File: src/rtl/mpd_pkg.sv
package mpd_pkg;

   // Status bit that flags auxiliary (mouse) data
   localparam int AUX_BIT = 5;

   // Bytes in one mouse packet
   localparam int PACKET_LEN = 3;

   // Buttons carried in packet byte 0
   localparam int NUM_BUTTONS = 3;

   // Default depth of the packet queue between front and back
   localparam int QUEUE_DEPTH_DEFAULT = 2;

   // Register map
   localparam logic REG_EVENTS_ENABLED = 1'b0;
   localparam int   CSR_ADDR_W         = 3;

   // Port widths
   localparam int REQ_DATA_W = 16;
   localparam int RSP_DATA_W = 24;

   // Event kinds on the result channel
   typedef enum logic [1:0] {
      EV_MOVE    = 2'd0,
      EV_PRESS   = 2'd1,
      EV_RELEASE = 2'd2
   } event_kind_type;

   // One completed packet, as classified by the front end
   typedef struct packed {
      logic                   move;
      logic [7:0]             dx;
      logic [7:0]             dy;
      logic [NUM_BUTTONS-1:0] changed;
      logic [NUM_BUTTONS-1:0] held;
   } packet_desc_type;

endpackage

File: src/rtl/mpd_front.sv
module mpd_front
   import mpd_pkg::*;
(
   input  logic                  clock,
   input  logic                  reset,
   input  logic                  events_enabled,
   input  logic                  req_take,
   input  logic [7:0]            ctrl_status,
   input  logic [7:0]            data_byte,
   output logic                  push,
   output packet_desc_type       push_desc
);

   logic [1:0]             byte_position_ff, byte_position_in;
   logic [NUM_BUTTONS-1:0] button_state_ff, button_state_in;
   logic [7:0]             packet_store_ff [0:1];
   logic [1:0]             pos_eff;
   logic                   taken;
   logic                   last_pos;
   logic [7:0]             btn_byte;

   // Clamp the unreachable position to the last byte
   assign pos_eff  = (byte_position_ff == 2'd3) ? 2'(PACKET_LEN - 1) : byte_position_ff;
   assign taken    = req_take && ctrl_status[AUX_BIT];
   assign last_pos = (pos_eff == 2'(PACKET_LEN - 1));
   assign btn_byte = packet_store_ff[0];

   // Classify a completed packet
   always_comb begin
      push_desc.dx      = packet_store_ff[1];
      push_desc.dy      = data_byte;
      push_desc.move    = (packet_store_ff[1] != 8'd0) || (data_byte != 8'd0);
      push_desc.changed = btn_byte[NUM_BUTTONS-1:0] ^ button_state_ff;
      push_desc.held    = button_state_ff;
      push = taken && events_enabled && last_pos
             && (push_desc.move || (push_desc.changed != '0));
   end

   // Advance position and buttons
   always_comb begin
      byte_position_in = byte_position_ff;
      button_state_in  = button_state_ff;
      if (taken && events_enabled) begin
         if (last_pos) begin
            byte_position_in = 2'd0;
            button_state_in  = btn_byte[NUM_BUTTONS-1:0];
         end else begin
            byte_position_in = pos_eff + 2'd1;
         end
      end
   end

   always_ff @(posedge clock) begin
      if (reset) begin
         byte_position_ff <= 2'd0;
         button_state_ff  <= '0;
      end else begin
         byte_position_ff <= byte_position_in;
         button_state_ff  <= button_state_in;
      end
   end

   // Store the first two packet bytes; the last one is used as it arrives
   always_ff @(posedge clock) begin
      if (taken && !pos_eff[1]) begin
         packet_store_ff[pos_eff[0]] <= data_byte;
      end
   end

endmodule

File: src/rtl/mpd_queue.sv
module mpd_queue
   import mpd_pkg::*;
#(
   parameter int DEPTH = QUEUE_DEPTH_DEFAULT
)(
   input  logic            clock,
   input  logic            reset,
   input  logic            push,
   input  packet_desc_type push_desc,
   output logic            full,
   input  logic            pop,
   output packet_desc_type pop_desc,
   output logic            empty
);

   localparam int PTR_W = (DEPTH > 1) ? $clog2(DEPTH) : 1;
   localparam int CNT_W = $clog2(DEPTH + 1);

   packet_desc_type  mem_ff [0:DEPTH-1];
   logic [PTR_W-1:0] wr_ptr_ff, wr_ptr_in;
   logic [PTR_W-1:0] rd_ptr_ff, rd_ptr_in;
   logic [CNT_W-1:0] count_ff, count_in;
   logic             do_push, do_pop;

   assign full     = (count_ff == CNT_W'(DEPTH));
   assign empty    = (count_ff == '0);
   assign do_push  = push && !full;
   assign do_pop   = pop && !empty;
   assign pop_desc = mem_ff[rd_ptr_ff];

   // Step pointers with wrap, track fill
   always_comb begin
      wr_ptr_in = wr_ptr_ff;
      rd_ptr_in = rd_ptr_ff;
      count_in  = count_ff;
      if (do_push) begin
         wr_ptr_in = (wr_ptr_ff == PTR_W'(DEPTH - 1)) ? '0 : wr_ptr_ff + 1'b1;
      end
      if (do_pop) begin
         rd_ptr_in = (rd_ptr_ff == PTR_W'(DEPTH - 1)) ? '0 : rd_ptr_ff + 1'b1;
      end
      if (do_push && !do_pop) begin
         count_in = count_ff + 1'b1;
      end else if (do_pop && !do_push) begin
         count_in = count_ff - 1'b1;
      end
   end

   always_ff @(posedge clock) begin
      if (reset) begin
         wr_ptr_ff <= '0;
         rd_ptr_ff <= '0;
         count_ff  <= '0;
      end else begin
         wr_ptr_ff <= wr_ptr_in;
         rd_ptr_ff <= rd_ptr_in;
         count_ff  <= count_in;
      end
   end

   always_ff @(posedge clock) begin
      if (do_push) begin
         mem_ff[wr_ptr_ff] <= push_desc;
      end
   end

endmodule

File: src/rtl/mpd_back.sv
module mpd_back
   import mpd_pkg::*;
(
   input  logic                  clock,
   input  logic                  reset,
   input  logic                  q_empty,
   input  packet_desc_type       q_desc,
   output logic                  q_pop,
   output logic                  rsp_tvalid,
   input  logic                  rsp_tready,
   output logic [RSP_DATA_W-1:0] rsp_tdata,
   output logic [1:0]            rsp_tuser,
   output logic                  rsp_tlast
);

   // Pending events: bit 0 move, bits 1..3 buttons 1..3
   logic [NUM_BUTTONS:0]   pending_ff, pending_in;
   logic [NUM_BUTTONS:0]   pick, pending_left;
   logic [7:0]             dx_ff, dy_ff;
   logic [NUM_BUTTONS-1:0] held_ff;
   logic                   work_valid, advance, emit;

   logic                   out_valid_ff, out_valid_in;
   event_kind_type         out_kind_ff, out_kind_in;
   logic [7:0]             out_x_ff, out_x_in;
   logic [8:0]             out_y_ff, out_y_in;
   logic [1:0]             out_btn_ff, out_btn_in;
   logic                   out_last_ff, out_last_in;

   assign work_valid   = (pending_ff != '0);
   assign advance      = !out_valid_ff || rsp_tready;
   assign emit         = work_valid && advance;
   // Lowest pending event goes first
   assign pick         = pending_ff & (~pending_ff + 1'b1);
   assign pending_left = pending_ff & ~pick;
   assign q_pop        = !q_empty && (!work_valid || (emit && (pending_left == '0)));

   // Build the next event
   always_comb begin
      out_kind_in = EV_MOVE;
      out_x_in    = 8'd0;
      out_y_in    = 9'd0;
      out_btn_in  = 2'd0;
      out_last_in = (pending_left == '0);
      if (pick[0]) begin
         out_x_in = dx_ff;
         out_y_in = 9'd0 - {1'b0, dy_ff};
      end else begin
         for (int i = 0; i < NUM_BUTTONS; i++) begin
            if (pick[i+1]) begin
               out_kind_in = held_ff[i] ? EV_RELEASE : EV_PRESS;
               out_btn_in  = 2'(i + 1);
            end
         end
      end
   end

   // Work register: drop served events, load the next packet
   always_comb begin
      pending_in = pending_ff;
      if (emit) begin
         pending_in = pending_left;
      end
      if (q_pop) begin
         pending_in = {q_desc.changed, q_desc.move};
      end
      out_valid_in = out_valid_ff;
      if (advance) begin
         out_valid_in = work_valid;
      end
   end

   always_ff @(posedge clock) begin
      if (reset) begin
         pending_ff   <= '0;
         out_valid_ff <= 1'b0;
      end else begin
         pending_ff   <= pending_in;
         out_valid_ff <= out_valid_in;
      end
   end

   // Payload registers
   always_ff @(posedge clock) begin
      if (q_pop) begin
         dx_ff   <= q_desc.dx;
         dy_ff   <= q_desc.dy;
         held_ff <= q_desc.held;
      end
      if (emit) begin
         out_kind_ff <= out_kind_in;
         out_x_ff    <= out_x_in;
         out_y_ff    <= out_y_in;
         out_btn_ff  <= out_btn_in;
         out_last_ff <= out_last_in;
      end
   end

   assign rsp_tvalid = out_valid_ff;
   assign rsp_tdata  = {5'd0, out_btn_ff, out_y_ff, out_x_ff};
   assign rsp_tuser  = out_kind_ff;
   assign rsp_tlast  = out_last_ff;

endmodule

File: src/rtl/mouse_packet_event_decoder_core.sv
// A completed packet passes the packet queue, the work register and the output register.
// Throughput: one request per cycle while the queue is not full; a packet gives one event
// per cycle while rsp is ready, up to four, set by the back end sequencer's single output register.
// Reset (synchronous, active high): position and buttons cleared, events enabled,
// packet queue and output emptied; stored packet bytes are not cleared.
module mouse_packet_event_decoder_core
   import mpd_pkg::*;
#(
   parameter int QUEUE_DEPTH = QUEUE_DEPTH_DEFAULT
)(
   input  logic                  clock,
   input  logic                  reset,
   // request: [7:0] ctrl_status, [15:8] data_byte
   input  logic                  req_tvalid,
   output logic                  req_tready,
   input  logic [REQ_DATA_W-1:0] req_tdata,
   // response: [7:0] move_x, [16:8] move_y, [18:17] button_number, rest zero
   output logic                  rsp_tvalid,
   input  logic                  rsp_tready,
   output logic [RSP_DATA_W-1:0] rsp_tdata,
   // response: [1:0] event_kind
   output logic [1:0]            rsp_tuser,
   output logic                  rsp_tlast,
   input  logic                  csr_psel,
   input  logic                  csr_penable,
   input  logic                  csr_pwrite,
   input  logic [CSR_ADDR_W-1:0] csr_paddr,
   input  logic [31:0]           csr_pwdata,
   output logic [31:0]           csr_prdata,
   output logic                  csr_pready
);

   logic            events_enabled_ff, events_enabled_in;
   logic            csr_write;
   logic            req_take;
   logic            push, q_full, q_pop, q_empty;
   packet_desc_type push_desc, pop_desc;

   // Register file
   assign csr_pready = 1'b1;
   assign csr_write  = csr_psel && csr_penable && csr_pwrite;
   assign csr_prdata = (csr_paddr[2] == REG_EVENTS_ENABLED) ? {31'd0, events_enabled_ff}
                                                             : 32'd0;

   always_comb begin
      events_enabled_in = events_enabled_ff;
      if (csr_write && (csr_paddr[2] == REG_EVENTS_ENABLED)) begin
         events_enabled_in = csr_pwdata[0];
      end
   end

   always_ff @(posedge clock) begin
      if (reset) begin
         events_enabled_ff <= 1'b1;
      end else begin
         events_enabled_ff <= events_enabled_in;
      end
   end

   // Hold requests while the queue is full
   assign req_tready = !q_full;
   assign req_take   = req_tvalid && req_tready;

   mpd_front u_front (
      .clock          (clock),
      .reset          (reset),
      .events_enabled (events_enabled_ff),
      .req_take       (req_take),
      .ctrl_status    (req_tdata[7:0]),
      .data_byte      (req_tdata[15:8]),
      .push           (push),
      .push_desc      (push_desc)
   );

   mpd_queue #(
      .DEPTH (QUEUE_DEPTH)
   ) u_queue (
      .clock     (clock),
      .reset     (reset),
      .push      (push),
      .push_desc (push_desc),
      .full      (q_full),
      .pop       (q_pop),
      .pop_desc  (pop_desc),
      .empty     (q_empty)
   );

   mpd_back u_back (
      .clock      (clock),
      .reset      (reset),
      .q_empty    (q_empty),
      .q_desc     (pop_desc),
      .q_pop      (q_pop),
      .rsp_tvalid (rsp_tvalid),
      .rsp_tready (rsp_tready),
      .rsp_tdata  (rsp_tdata),
      .rsp_tuser  (rsp_tuser),
      .rsp_tlast  (rsp_tlast)
   );

endmodule
File: config.mk
export PLATFORM = sky130hd
export DESIGN_NAME = mouse_packet_event_decoder_core
export DESIGN_NICKNAME = d
export VERILOG_FILES = /design/src/rtl/mpd_pkg.sv /design/src/rtl/mpd_front.sv /design/src/rtl/mpd_queue.sv /design/src/rtl/mpd_back.sv /design/src/rtl/mouse_packet_event_decoder_core.sv
export SDC_FILE = /design/constraint.sdc
export NUM_CORES = 1
export LEC_CHECK = 0
export ABC_AREA = 1
export ABC_CLOCK_PERIOD_IN_PS = 7750
export BUFFER_PORTS_ARGS = -buffer_cell sky130_fd_sc_hd__buf_2
export CORE_MARGIN = 1
export CORE_UTILIZATION = 50
export CTS_CLUSTER_DIAMETER = 50
export DETAILED_ROUTE_END_ITERATION = 7
export GPL_TIMING_DRIVEN = 0
export PLACE_DENSITY = 0.76
export SETUP_SLACK_MARGIN = 0.3
export SLEW_MARGIN = 20
export SYNTH_ARGS = -nofsm -noshare
export SYNTH_HDL_FRONTEND = slang
export SYNTH_HIERARCHICAL = 1
export SYNTH_SLANG_ARGS = --single-unit
File: constraint.sdc
create_clock -name clock -period 7.75 [get_ports clock]
set_clock_uncertainty 0.2 [all_clocks]
set_input_delay 1.1625 -clock clock [delete_from_list [all_inputs] [get_ports clock]]
set_output_delay 1.1625 -clock clock [all_outputs]
set_load 0.01 [all_outputs]
# Yosys cells after proc, flatten, opt, wreduce, memory -nomap -nowiden
# Memories as Yosys holds them, arrays and structs flattened. A register that Yosys moved wholly into a read port is not among the register bits.
# Cells that the tools add are included.
[totals]
regBits = 56
mem_bits_rw = 62
input_bits = 58
out_inout_bits = 62
mem_count = 2
[memory_table]
columns = ["memory", "depth", "width", "rd", "rd_clocked_by_memory_dff", "write_ports", "line_no", "rtl"]
rows = [
  ["u_queue.mem_ff", 2, 23, 1, 1, 1, "mpd_queue.sv:19", "packet_desc_type mem_ff [0:DEPTH-1];"],
  ["u_front.packet_store_ff", 2, 8, 2, 0, 1, "mpd_front.sv:16", "logic [7:0] packet_store_ff [0:1];"],
]
[op_classes]
addsub = 7
n_eq_ne = 3
n_mux = 24
bitwise = 6
reduce_logical = 36
[ops]
columns = ["operator", "count"]
rows = [
  ["$mux 2", 12],
  ["$logic_and 1x1->1", 16],
  ["$reduce_bool 8->1", 2],
  ["$mux 1", 10],
  ["$sub 1x8->9 const A", 1],
  ["$and 4x4->4", 2],
  ["$mux 4", 2],
  ["$not 4->4", 2],
  ["$logic_not 1->1", 7],
  ["$eq 2x2->1 const B", 3],
  ["$add 2x1->2 const B", 2],
  ["$add 4x1->4 const B", 1],
  ["$logic_not 4->1", 1],
  ["$logic_or 1x1->1", 4],
  ["$reduce_bool 2->1", 2],
  ["$reduce_bool 4->1", 1],
  ["$reduce_bool 3->1", 1],
  ["$xor 3x3->3", 1],
  ["$add 1x1->1 const B", 2],
  ["$logic_not 2->1", 1],
  ["$reduce_and 2->1", 1],
  ["$sub 2x1->2 const B", 1],
  ["$not 1->1", 1],
]

# Longest topological paths before layout
# Gate-level depths: netlist of the first run.
[logic_depth]
word_depth = 13
depth_mapped = 16
mapped_depth_nobuf = 16

# Cells and area by module
# The synthesis of the first run kept the hierarchy.
[modules_own_cells]
columns = ["module", "n_inst", "cells_per_inst", "area_per_inst_um2", "seq_area_each_um2"]
rows = [
  ["mpd_queue", 1, 108, 1915.6, 1481.4],
  ["mpd_back", 1, 164, 1890.6, 1331.3],
  ["mpd_front", 1, 85, 750.7, 430.4],
  ["mouse_packet_event_decoder_core", 1, 49, 325.3, 20.0],
]

# Worst setup path before layout of the first run
# No wires, ideal clock.
[synth_timing]
kind = "in2reg"
start = "input port req_tvalid"
end = "memory u_queue/mem_ff[1][0] in the netlist's numbering, enable pin"
setup_time_ns = 0.403
arrival_time_ns = 2.862
path_slack_ns = 4.285
path_stages = 8
path_buffers = 0
cell_sequence = "inv_1 -> nor2_1 -> nand3_4 -> nor2_4 -> inv_2 -> nor2_1 -> o21ai_2 -> nor2_1"
[synth_between]
elab_chain_len = 8
[synth_rtl]
columns = ["element", "line_no", "rtl"]
rows = [
  ["start: declaration", "mouse_packet_event_decoder_core.sv:14", "input logic req_tvalid,"],
  ["$logic_and 1x1->1", "mouse_packet_event_decoder_core.sv:62", "assign req_take = req_tvalid && req_tready;"],
  ["net req_take", "mouse_packet_event_decoder_core.sv:35", "logic req_take;"],
  ["$logic_and 1x1->1", "mpd_front.sv:24", "assign taken = req_take && ctrl_status[AUX_BIT];"],
  ["$logic_and 1x1->1 (2 in a row)", "mpd_front.sv:35", "push = taken && events_enabled && last_pos"],
  ["$logic_and 1x1->1", "mpd_front.sv:36", "&& (push_desc.move || (push_desc.changed != '0));"],
  ["net push", "mouse_packet_event_decoder_core.sv:36", "logic push, q_full, q_pop, q_empty;"],
  ["$logic_and 1x1->1", "mpd_queue.sv:27", "assign do_push = push && !full;"],
  ["$mux 1", "mpd_queue.sv:62", "if (do_push) begin"],
  ["$mux 1 (implied by the code)", "mpd_queue.sv:63", "mem_ff[wr_ptr_ff] <= push_desc;"],
  ["end: declaration", "mpd_queue.sv:19", ""],
]
# The timed path passes the listed nets, and every way through them passes these cells.

# Worst setup path after layout of the first run
[layout_timing]
start = "input port csr_paddr[2]"
end = "output port csr_prdata[0]"
[layout_between]
elab_chain_len = 1
[layout_rtl]
columns = ["element", "line_no", "rtl"]
rows = [
  ["start: declaration", "mouse_packet_event_decoder_core.sv:27", "input logic [CSR_ADDR_W-1:0] csr_paddr,"],
  ["$mux 1", "mouse_packet_event_decoder_core.sv:42", "assign csr_prdata = (csr_paddr[2] == REG_EVENTS_ENABLED) ? {31'd0, events_enabled_ff}"],
  ["end: declaration", "mouse_packet_event_decoder_core.sv:29", "output logic [31:0] csr_prdata,"],
]
# No other way between the ends.

==> metrics.txt, run 1 <==
Routability Congestion 0.7352; CTS tree built; RSZ-0062 raised after global routing no; predominant post-synthesis flop cell sky130_fd_sc_hd__edfxtp_1; Synth cell types 28; worst endpoint data arrival time 1490 ps; Final Instance Area 0.005986 mm²; Vias 2908; site row count 35; type of the tightest min-delay check register to register; Max Clock Freq 0.3510 GHz; remaining global-route overflow 0; final count of pins violating max slew 0; # Max-Cap Violations 0; Core Area 0.009328 mm²; Data required, critical path 6390 ps; Top-Level Pins 120; clock latency of the later-clocked register in the worst-skew pair 510 ps; initial cell density of the core 0.5234; largest cells by area after synthesis sky130_fd_sc_hd__edfxtp_1 (60%), sky130_fd_sc_hd__buf_4 (6.9%), sky130_fd_sc_hd__dfxtp_1 (6.6%); area enclosed by the die boundary 0.01016 mm²; largest voltage drop on the vdd net 161.6 µV; crit path capture type output port; GRT Total Usage 0.1718; placed cell areas 0.005396 mm²; die width 100.8 µm; startpoint of the most critical hold path u_front/packet_store_ff[1][6]$_DFFE_PP_; Setup violations, final 0; transition time of the tightest slew-check pin 1006 ps; via-per-instance ratio 4.523; largest net degree at the start of global routing 24; Power Total 1.550 mW; TritonCTS Buffers 17; depth of the worst hold-timing path 0; final worst slack 4901 ps; Yosys warnings 6; HPWL after detailed placement 5.194 mm; fraction of synthesis flops using an asynchronous set or reset pin 0; leakage dissipation 2.568 nW; clock tree buffer depth 2; antenna violations before repair 0; sequential cell area fraction in the yosys report 0.6684; number of DRC markers after the initial detailed-route iteration 135; nets 561; setup slack, reg-to-reg 5110 ps; worst reg-to-reg path cell count 8; count of instances resized after the clock tree is built 0; RR Endpoint u_queue/mem_ff[0][9]$_DFFE_PP_; biggest area consumer among synthesized cells sky130_fd_sc_hd__edfxtp_1; power density normalized to cell area 259.0 mW/mm²; Post-synth EDFFs 98; final hold violation count 0; top library cells by usage in the layout, fill and taps aside sky130_fd_sc_hd__edfxtp_1 (98), sky130_fd_sc_hd__nand2_1 (63), sky130_fd_sc_hd__inv_1 (57), sky130_fd_sc_hd__buf_4 (45), sky130_fd_sc_hd__buf_2 (42); WHS Endpoint u_queue/mem_ff[0][20]$_DFFE_PP_; run status finished clean; number of synthesized register bits 114; WL final 7.989 mm; first-pass iteration count of the detailed router 4; worst slew margin relative to its limit 0.3239; # DRC 0; start-to-end type of the worst setup path input pin to output port; height of the chip 100.8 µm; post-CTS clock slew at the launch and capture registers of the worst setup and hold paths 50 ps; average wire per standard cell 12.42 µm; area of the mapped netlist 0.004882 mm²; number of buffers added on ports 42; number of hold buffers added after CTS 0; vias in the first global route 2758; Final period util 0.3676; area grow syn2layout 22.60%; CTS H-Tree Depth 4; root cell of the clock tree sky130_fd_sc_hd__clkbuf_8; global-route wire length before repair 12.63 mm; Reg-to-Reg Start u_queue/count_ff[0]$_SDFFE_PP0P_; clk sinks 114; antenna violation net count after detailed routing 0; nature of the critical path startpoint input pin; ratio of cells with drive above 1 in the final layout 0.3132; number of instances in the synthesized netlist 406; area fraction of the dominant cell type after synthesis 0.6028; setup TNS after final layout 0 ps; Setup WS pre-CTS 4184 ps; syn avg cell area 12.03 µm²; most common cell after layout, fill and taps aside sky130_fd_sc_hd__edfxtp_1; antenna fix cells 0; crit path max fanout 2; buffers inserted by post-CTS timing repair 0; post-route minimum period 2849 ps
state kept, by name, indices dropped and copies added, names as in the netlist, 2 cells and up, named ones only:
register,count
u_front/byte_position_ff,2
u_back/rsp_tuser,2
u_back/held_ff,3
u_front/button_state_ff,3
u_queue/mem_ff,46
u_back/dx_ff,8
u_back/out_y_ff,9
u_queue/count_ff,2
u_back/out_x_ff,8
u_back/dy_ff,8
u_back/out_btn_ff,2
u_back/pending_ff,4
u_front/packet_store_ff,11
area by class of cell:
cell class	count	area [µm²]
fillers	698	3342
flip-flops and latches	114	3263
multi-input cells	217	1169
clock buffers	17	414.1
plain buffers	49	375.4
inverters	60	225.2
repair buffers	42	210.2
clock inverters	15	167.7
well taps	129	161.4
per-stage QoR:
stage	hold WS (ps)	util	cells
5_1_grt	299.5	0.6417	643
6_report	272.6	0.6417	643
4_1_cts	275.2	0.6409	643
2_1_floorplan	245.8	-	440
3_5_place_dp	261.6	0.5785	611
3_3_place_gp	252.6	0.5769	611
routing by layer:
layer  vias up  GRT usage  routed length (µm)
li1       1461          -                   -
met4         0    0.08919                  97
met3         8    0.05687                 440
met1      1338     0.1908                3358
met2       101     0.2945                4094
met5         -          0                   0
worst max path at each step:
stage,from,endpoint,slack [ps],cells past startpoint
6_report,csr_paddr[2],csr_prdata[0],4900,3
5_1_grt,rsp_tready,u_queue/count_ff[1]$_SDFFE_PP0P_,4790,12
4_1_cts,rsp_tready,u_queue/count_ff[1]$_SDFFE_PP0P_,4640,12
3_5_place_dp,rsp_tready,u_queue/count_ff[1]$_SDFFE_PP0P_,4180,12
3_3_place_gp,req_tvalid,u_queue/mem_ff[1][13]$_DFFE_PP_,3620,9
2_1_floorplan,req_tvalid,u_queue/mem_ff[1][0]$_DFFE_PP_,4290,8
power by group:
| part | internal, mW | switching, mW |
|---|---|---|
| registers | 0.692 | 0.00930 |
| logic | 0.0383 | 0.0617 |
| clock network | 0.485 | 0.264 |
| total | 1.21 | 0.335 |
worst max-delay path, stage by stage:
cell and delay (ps):
sky130_fd_sc_hd__buf_2 110, sky130_fd_sc_hd__nor2_1 90, sky130_fd_sc_hd__buf_2 130
cell families after synthesis:
group	count (synthesis)	synth area share
adder cells (fa/ha/maj)	2	0.005125
multiplexers	23	0.05305
AO/OA/AOI/OAI	29	0.03537
AND/OR/NAND/NOR	126	0.1128
flip-flops	114	0.6684
other	3	0.002306
buffers and inverters	109	0.1230
synthesized netlist by cell type (2+ instances only):
| cell type | count |
|---|---|
| sky130_fd_sc_hd__nor2_2 | 2 |
| sky130_fd_sc_hd__nor2_4 | 2 |
| sky130_fd_sc_hd__inv_2 | 3 |
| sky130_fd_sc_hd__ha_1 | 2 |
| sky130_fd_sc_hd__nand2_2 | 2 |
| sky130_fd_sc_hd__mux2_2 | 23 |
| sky130_fd_sc_hd__buf_4 | 45 |
| sky130_fd_sc_hd__nand3_2 | 2 |
| sky130_fd_sc_hd__dfxtp_1 | 16 |
| sky130_fd_sc_hd__inv_1 | 57 |
| sky130_fd_sc_hd__nand3_1 | 11 |
| sky130_fd_sc_hd__o21ai_0 | 8 |
| sky130_fd_sc_hd__o211ai_1 | 5 |
| sky130_fd_sc_hd__nand4_1 | 2 |
| sky130_fd_sc_hd__nand2_1 | 63 |
| sky130_fd_sc_hd__o21ai_1 | 2 |
| sky130_fd_sc_hd__conb_1 | 3 |
| sky130_fd_sc_hd__buf_6 | 3 |
| sky130_fd_sc_hd__nor3_1 | 4 |
| sky130_fd_sc_hd__nor2_1 | 36 |
| sky130_fd_sc_hd__o21ai_2 | 2 |
| sky130_fd_sc_hd__edfxtp_1 | 98 |
| sky130_fd_sc_hd__a21oi_1 | 10 |
Power figures use the tool's default switching activity.
==> run 2, diff against run 1 <==
- ABC_CLOCK_PERIOD_IN_PS: 7750 -> 2700
- clock period: 7.75 -> 2.7 ns (I/O delays scaled with it)
==> metrics.txt, run 2 (synthesis results as in run 1) <==
global-route wire length before repair 12.72 mm (+0.76%); Setup violations, final 0 (unchanged); number of buffers added on ports 42 (unchanged); crit path capture type register; TritonCTS Buffers 17 (unchanged); top library cells by usage in the layout, fill and taps aside sky130_fd_sc_hd__edfxtp_1 (98), sky130_fd_sc_hd__nand2_1 (62), sky130_fd_sc_hd__inv_1 (55), sky130_fd_sc_hd__buf_4 (48), sky130_fd_sc_hd__buf_2 (42); largest voltage drop on the vdd net 528.2 µV (+230%); run status finished clean; number of DRC markers after the initial detailed-route iteration 104 (-23%); area enclosed by the die boundary 0.01016 mm² (unchanged); CTS H-Tree Depth 4 (unchanged); worst slew margin relative to its limit 0.3141 (-0.009764); clock latency of the later-clocked register in the worst-skew pair 510 ps (about the same); antenna violations before repair 0 (unchanged); GRT Total Usage 0.1717 (about the same); final count of pins violating max slew 0 (unchanged); HPWL after detailed placement 5.085 mm (-2.1%); root cell of the clock tree sky130_fd_sc_hd__clkbuf_8; height of the chip 100.8 µm (unchanged); Top-Level Pins 120 (unchanged); transition time of the tightest slew-check pin 1021 ps (+14.53 ps); startpoint of the most critical hold path req_tdata[5]; nature of the critical path startpoint register; leakage dissipation 2.646 nW (+3.1%); Largest Register u_queue/mem_ff; Reg-to-Reg Start u_queue/count_ff[1]$_SDFFE_PP0P_; worst reg-to-reg path cell count 10 (+2); Data required, critical path 2670 ps (-3720 ps); setup slack, reg-to-reg 400 ps (-4710 ps); Routability Congestion 0.7441 (+1.2%); Largest register FFs 46 (unchanged); post-route minimum period 2295 ps; Setup WS pre-CTS 81.84 ps (-4102 ps); # DRC 0 (unchanged); critical path launch point u_queue/count_ff[1]$_SDFFE_PP0P_; WHS Endpoint u_front/byte_position_ff[0]$_SDFFE_PP0P_; WL final 8.044 mm (+0.69%); type of the tightest min-delay check input pin to register; via-per-instance ratio 4.517 (-0.13%); Vias 2990 (+2.8%); antenna fix cells 0 (unchanged); RSZ-0062 raised after global routing no; nets 580 (+3.4%); Core Area 0.009328 mm² (unchanged); final hold violation count 0 (unchanged); # Max-Cap Violations 0 (unchanged); site row count 35 (unchanged); ratio of cells with drive above 1 in the final layout 0.3265 (+0.01322); initial cell density of the core 0.5234 (unchanged); average wire per standard cell 12.15 µm (-2.2%); clock tree buffer depth 2 (unchanged); setup TNS after final layout 0 ps (unchanged); crit path max fanout 11 (+9); worst endpoint data arrival time 2260 ps (+770 ps); Power Total 4.426 mW (+190%); post-CTS clock slew at the launch and capture registers of the worst setup and hold paths 50 ps (about the same); clk sinks 114 (unchanged); die width 100.8 µm (unchanged); Max Clock Freq 0.4357 GHz; final worst slack 404.8 ps (-4496 ps); largest net degree at the start of global routing 23 (-4.2%); remaining global-route overflow 0 (unchanged); CTS tree built; start-to-end type of the worst setup path register to register; area grow syn2layout 27.11%; Layout fillers 693 (-0.72%); power density normalized to cell area 713.2 mW/mm² (+180%); first-pass iteration count of the detailed router 4 (unchanged); depth of the worst hold-timing path 4 (+4); most common cell after layout, fill and taps aside sky130_fd_sc_hd__edfxtp_1; antenna violation net count after detailed routing 0 (unchanged); Final period util 0.8501; RR Endpoint u_queue/mem_ff[1][3]$_DFFE_PP_; vias in the first global route 2777 (+0.69%)
## run 2: where the power goes
group / switching (mW) / internal (mW)
clock: 0.720 / 1.38
sequential: 0.0269 / 1.99
combinational: 0.183 / 0.126
total: 0.931 / 3.50
## run 2: what timing repair did
action | 4_1_cts | 5_1_grt
hold endpoints to repair | 28 | 0
cloned | 3 | 0
hold buffers | 12 | 0
gates resized for setup | 6 | 8
pin swaps | 3 | 2
setup endpoints to repair | 48 | 48
setup buffers | 1 | 3
## run 2: per-layer routing
layer | share of wire | routed length, µm | track usage | up-vias
li1 | - | - | - | 1508
met1 | 0.42 | 3393 | 0.1923 | 1362
met2 | 0.51 | 4075 | 0.2919 | 109
met3 | 0.058 | 469 | 0.05617 | 11
met4 | 0.013 | 106 | 0.09142 | 0
met5 | 0 | 0 | 0 | -
## run 2: worst max-delay path by stage
stage	to	depth (start not counted)
after global placement	u_queue/mem_ff[1][13]$_DFFE_PP_	8
after global routing	u_queue/count_ff[1]$_SDFFE_PP0P_	15
final	u_queue/mem_ff[1][3]$_DFFE_PP_	10
after detailed placement	u_queue/mem_ff[1][21]$_DFFE_PP_	8
after floorplan	u_queue/mem_ff[0][0]$_DFFE_PP_	8
after CTS	u_queue/count_ff[1]$_SDFFE_PP0P_	15
## run 2: stage by stage
stage          hold slack, ps  utilization  instances  area, µm²
5_1_grt                 109.7       0.6653        662       6206
2_1_floorplan           245.8            -        440       5022
6_report                80.70       0.6653        662       6206
4_1_cts                 52.40       0.6584        659       6141
3_3_place_gp            252.3       0.5783        611       5394
3_5_place_dp            273.1       0.5793        611       5404
## run 2: area by class of cell
cell class	instances	area, µm²	share of cell area
sequential	114	3264	0.5260
multi-input combinational	220	1242	0.2002
clock buffer	19	421.7	0.06794
buffer	49	375.4	0.06048
timing repair buffer	58	372.9	0.06008
inverter	60	225.2	0.03629
tap	129	161.4	0.02601
clock inverter	13	142.6	0.02298
## run 2: worst max-delay path, stage by stage, from the launching register on
cell	delay, ps
sky130_fd_sc_hd__dfxtp_1	360
sky130_fd_sc_hd__inv_2	110
sky130_fd_sc_hd__nor2_1	70
sky130_fd_sc_hd__nor2_2	160
sky130_fd_sc_hd__nand3_4	120
sky130_fd_sc_hd__nor2_4	140
sky130_fd_sc_hd__inv_2	80
sky130_fd_sc_hd__nor2_4	140
sky130_fd_sc_hd__o21ai_4	100
sky130_fd_sc_hd__buf_4	170
sky130_fd_sc_hd__nor2_4	310
